**config.mk**
```make
export PLATFORM = sky130hd
export DESIGN_NAME = wlcs_ram
export DESIGN_NICKNAME = d
export VERILOG_FILES = /design/src/hdl/wlcs_ram.sv
export SDC_FILE = /design/constraint.sdc
export NUM_CORES = 2
export LEC_CHECK = 0
export BUFFER_PORTS_ARGS = -buffer_cell sky130_fd_sc_hd__buf_2
export CAP_MARGIN = 15
export CELL_PAD_IN_SITES_DETAIL_PLACEMENT = 1
export CELL_PAD_IN_SITES_GLOBAL_PLACEMENT = 1
export CORE_ASPECT_RATIO = 1.4
export CORE_MARGIN = 2
export CORE_UTILIZATION = 60
export CTS_BUF_LIST = sky130_fd_sc_hd__clkbuf_16
export CTS_CLUSTER_SIZE = 40
export DETAILED_ROUTE_END_ITERATION = 10
export PLACE_DENSITY_LB_ADDON = 0.1
export SLEW_MARGIN = 20
export SYNTH_ARGS = -nofsm -noshare
export SYNTH_HDL_FRONTEND = slang
export SYNTH_SLANG_ARGS = --single-unit
export TNS_END_PERCENT = 5
```
**constraint.sdc**
```tcl
create_clock -name clock -period 10.6 [get_ports clock]
set_clock_uncertainty 0.2 [all_clocks]
set_input_delay 1.06 -clock clock [delete_from_list [all_inputs] [get_ports clock]]
set_output_delay 1.06 -clock clock [all_outputs]
set_load 0.02 [all_outputs]
```
**src/hdl/wlcs_ram.sv**
```systemverilog
// Generic single-clock RAM with one write port and one registered read port.
`timescale 1ns / 1ps

module wlcs_ram #(
   parameter int WIDTH = 48,
   parameter int DEPTH = 64
) (
   input  logic                     clock,
   input  logic                     wr_en,
   input  logic [$clog2(DEPTH)-1:0] wr_addr,
   input  logic [WIDTH-1:0]         wr_data,
   input  logic                     rd_en,
   input  logic [$clog2(DEPTH)-1:0] rd_addr,
   output logic [WIDTH-1:0]         rd_data
);

   logic [WIDTH-1:0] mem [DEPTH];

   always_ff @(posedge clock) begin
      if (wr_en) begin
         mem[wr_addr] <= wr_data;
      end
      if (rd_en) begin
         rd_data <= mem[rd_addr];
      end
   end

endmodule

```
== Word-level counts from Yosys, hierarchy flattened ==
Memory sizes are Yosys's and may differ from the RTL's. A register that Yosys moved wholly into a read port is not among the register bits.
Index checks and enable logic that the tools add are counted.

* Input port bits: 63
* RAM bits: 3072
* Memories: 1
* Output and inout port bits: 48
* Bits in registers: 0

* Mux-type cells: 2

{| class="wikitable"
|+ Memory list
! memory !! words !! bits a word !! read ports !! clocked after memory_dff !! wr ports !! line !! text
|-
| mem || 64 || 48 || 1 || 1 || 1 || 17 || <nowiki>logic [WIDTH-1:0] mem [DEPTH];</nowiki>
|}

{| class="wikitable"
|+ Operators by type and width
! operator !! count
|-
| $mux W1 || 2
|}

== Longest topological paths before layout ==
* Word-level depth: 2
* Gate-level depth with buffers: 9
* Gate-level depth less buffers: 5

== Worst setup path after synthesis ==
No wires, ideal clock.

* Kind: in2reg
* Start point: in wr_addr[3]
* End point: mem mem[48][0] (enable)
* Cell stages on the path: 4
* Setup slack: 5.055 ns
* Path buffers: 1
* Required time: 9.887 ns
* Arrival: 4.832 ns
* Cell sequence: clkbuf_1 > nor2b_1 > nand4b_1 > nor3_1

{| class="wikitable"
|+ RTL lines
! element !! line !! text
|-
| start, declared || 10 || <nowiki>input logic [$clog2(DEPTH)-1:0] wr_addr,</nowiki>
|-
| end, declared || 17 ||
|}

No word-level cell before the write port.

==> flow_summary.json <==
{
  "wire_per_inst_um": 41.8,
  "drtPass1Iterations": 5,
  "rsz0062_at_grt": "no",
  "clk-insertion-delay-late_ns": 0.85,
  "pin_count": 111,
  "drv_slew": 0,
  "worst_setup_path_start_kind": "input pin",
  "post-route-period-util_pct": 43.0,
  "layout-area-overhead-vs-synth_pct": 11.6,
  "final_layout_size_suffix_gt1_share_pct": 27.7,
  "final_net_count": 5311,
  "buffers_plus_inverters_on_the_worst_setup_path": 3,
  "grt_util_all_layers_pct": 34.6,
  "clk_root_buffer_cell": "clkbuf_16",
  "first_global_vias": 60400,
  "power_mw": 25.1,
  "critPathTopFamily": "buffers and inverters",
  "synth-edff-count": 3120,
  "async_set_reset_flop_share_out_of_synthesis_pct": 0,
  "timing_worst_setup_path_type": "in -> reg",
  "totalNegativeSetupSlack_ns": 0,
  "tritoncts.num_buffers": 291,
  "postRouteWirelength_um": 338000,
  "die_width_um": 378,
  "critical_path.endpoint_type": "flip-flop",
  "core_area_mm2": 0.195,
  "die_height_um": 528,
  "synth_nets": 5033,
  "outcome": "finished clean",
  "worstPathRequired_ns": 10.94,
  "pre_cts_slack_ns": 5.23,
  "timing.final.setup_violations": 0,
  "timing.final.ws_setup_ns": 6.04,
  "post-route-min-period_ns": 4.56,
  "dp.final_hpwl_um": 184000,
  "hold_path_class": "in -> reg",
  "drt_iter0_markers": 7544,
  "route.vias.total": 57700,
  "syn_area_per_cell_um2": 23.7,
  "syn-instance-count": 4970,
  "cts.clk_slew.worst_paths_ns": 0.06,
  "synth_seq_cells": 3120,
  "synth_top_flop_cell": "edfxtp_1",
  "crit_top_cell": "buf_12",
  "netlist_area_mm2": 0.118,
  "clkSinkCount": 3120,
  "yosys.cell_types.count": 35,
  "timing.max_cap.violations": 0,
  "timing_hold_violations_final": 0,
  "critPathArrivalTime_ns": 4.90,
  "antenna_found_initial": 30,
  "routabilityCongestion": 0.787,
  "route.detailed.drc": 0,
  "power.density_cell_area_mw_per_mm2": 192,
  "die_area_mm2": 0.200,
  "placement.io_buffers": 110,
  "synth-seq-area-share_pct": 79.7,
  "start_util_pct": 60.3,
  "rows": 192,
  "grt_pass1_wl_um": 473000,
  "max_freq_mhz": 219,
  "cp_cell_instances": "buf_8 -> buf_12 -> buf_12 -> nand2b_1 -> o22ai_1 -> nor2_1 -> a21oi_1 -> a221oi_1",
  "p_leak_nw": 40.8,
  "postRouteAntennaNets": 0,
  "critPathMaxStageDelay_ns": 0.84,
  "irDropWorstVdd_mv": 0.158,
  "globalRoute.totalOverflow": 0,
  "cts.repair.resized": 0,
  "avgViaCountPerCell": 7.12,
  "cts.hold.buffers_added": 0,
  "pin_count_of_the_biggest_net_entering_global_routing": 113,
  "cts_post_setup_buffers_inserted": 0,
  "tritoncts_clock_tree": "built",
  "worstMarginPinSlew_ns": 1.20,
  "max-clock-path-buffers": 4,
  "reg2reg_slack_ns": 8.18,
  "critical_path.slowest_cell": "nand2b_1",
  "yosys_warning_total": 0,
  "worst-path-max-fanout": 112,
  "htreeDepth": 5,
  "timing.slew.headroom_pct": 20.2
}
==> logic make-up (layout without fill, tap and decap cells) <==
kind of cell	count (synthesis)	count (layout)	synth area share (%)
other	0	16	0
AOI/OAI and AO/OA	486	486	3.01
DFF	3120	3120	79.7
and+or+nand+nor	253	253	0.953
muxes	829	829	15.1
buffers and inverters	282	779	1.27
==> area by class of cell <==
type / instances / area (µm²)
antenna: 16 / 40.0
timing repair buffer: 267 / 2110
clock inverter: 207 / 1490
fill: 14800 / 63900
tap: 2619 / 3280
sequential: 3120 / 93700
clock buffer: 305 / 7630
multi-input combinational: 1568 / 22900
==> worst paths after layout <==
kind,from,endpoint,depth (start not counted)
setup / recovery,rd_addr[1],rd_data[6],8
hold / removal,wr_data[9],mem[14][9],1
setup reg to reg,mem[15][5],rd_data[5],5
hold reg to reg,mem[58][36],rd_data[36],4
==> cells in the mapped netlist (2+ instances only) <==
cell	count	share of area, %
edfxtp_1	3120	80
mux4_2	754	14
nor2_1	132	0.42
o22ai_1	122	0.65
buf_2	98	0.42
clkbuf_1	98	0.31
a221oi_1	83	0.62
a21oi_1	74	0.31
a22oi_1	72	0.46
mux2i_1	63	0.54
buf_4	62	0.40
a22o_1	57	0.42
nand2_1	55	0.18
a211oi_1	32	0.20
o221ai_1	28	0.21
nor2b_1	24	0.13
buf_1	12	0.038
mux2_2	12	0.11
a311oi_1	11	0.082
buf_6	11	0.11
nand2b_1	10	0.053
nand3_1	7	0.030
a31o_2	5	0.037
nand3b_1	5	0.032
or3b_2	4	0.030
and2_1	3	0.016
nor3_1	3	0.013
or2_2	3	0.016
or3_1	3	0.016
nand4_1	2	0.011
==> cells in the final DEF, fill, tap and decap left out, drive strengths merged, types with 2 or more instances in the layout <==
cell	count
a211oi	32
a21oi	74
a221oi	83
a22o	57
a22oi	72
a311oi	11
a31o	5
and2	3
buf	267
bufinv	21
clkbuf	305
clkinv	112
clkinvlp	8
diode	16
edfxtp	3120
inv	66
mux2	12
mux2i	63
mux4	754
nand2	55
nand2b	10
nand3	7
nand3b	5
nand4	2
nor2	132
nor2b	24
nor3	3
o221ai	28
o22ai	122
or2	3
or3	3
or3b	4
==> metrics by stage <==
step | utilization (%) | hold WS, ns | cells | area, µm²
after floorplan | - | 0.587 | 4970 | 118000
after global placement | 62.4 | 0.615 | 7565 | 122000
after detailed placement | 62.5 | 0.675 | 7569 | 122000
after CTS | 67.2 | 0.592 | 8081 | 131000
after global routing | 67.2 | 0.432 | 8094 | 131000
final | 67.3 | 0.447 | 8102 | 131000
==> state kept, by name, indices dropped and copies added (netlist names) <==
name     count
mem       3072
rd_data     48
==> routing by layer <==
layer / wire length (µm) / global-route usage [%]
met1: 118000 / 45.0
met2: 171000 / 57.0
met3: 31900 / 6.90
met4: 17700 / 16.1
met5: 135 / 0
==> where the power goes <==
group / internal [mW] / switching (mW)
Combinational: 0.417 / 0.781
Sequential: 13.7 / 0.0558
Clock: 5.72 / 4.48
Power figures use the tool's default switching activity.
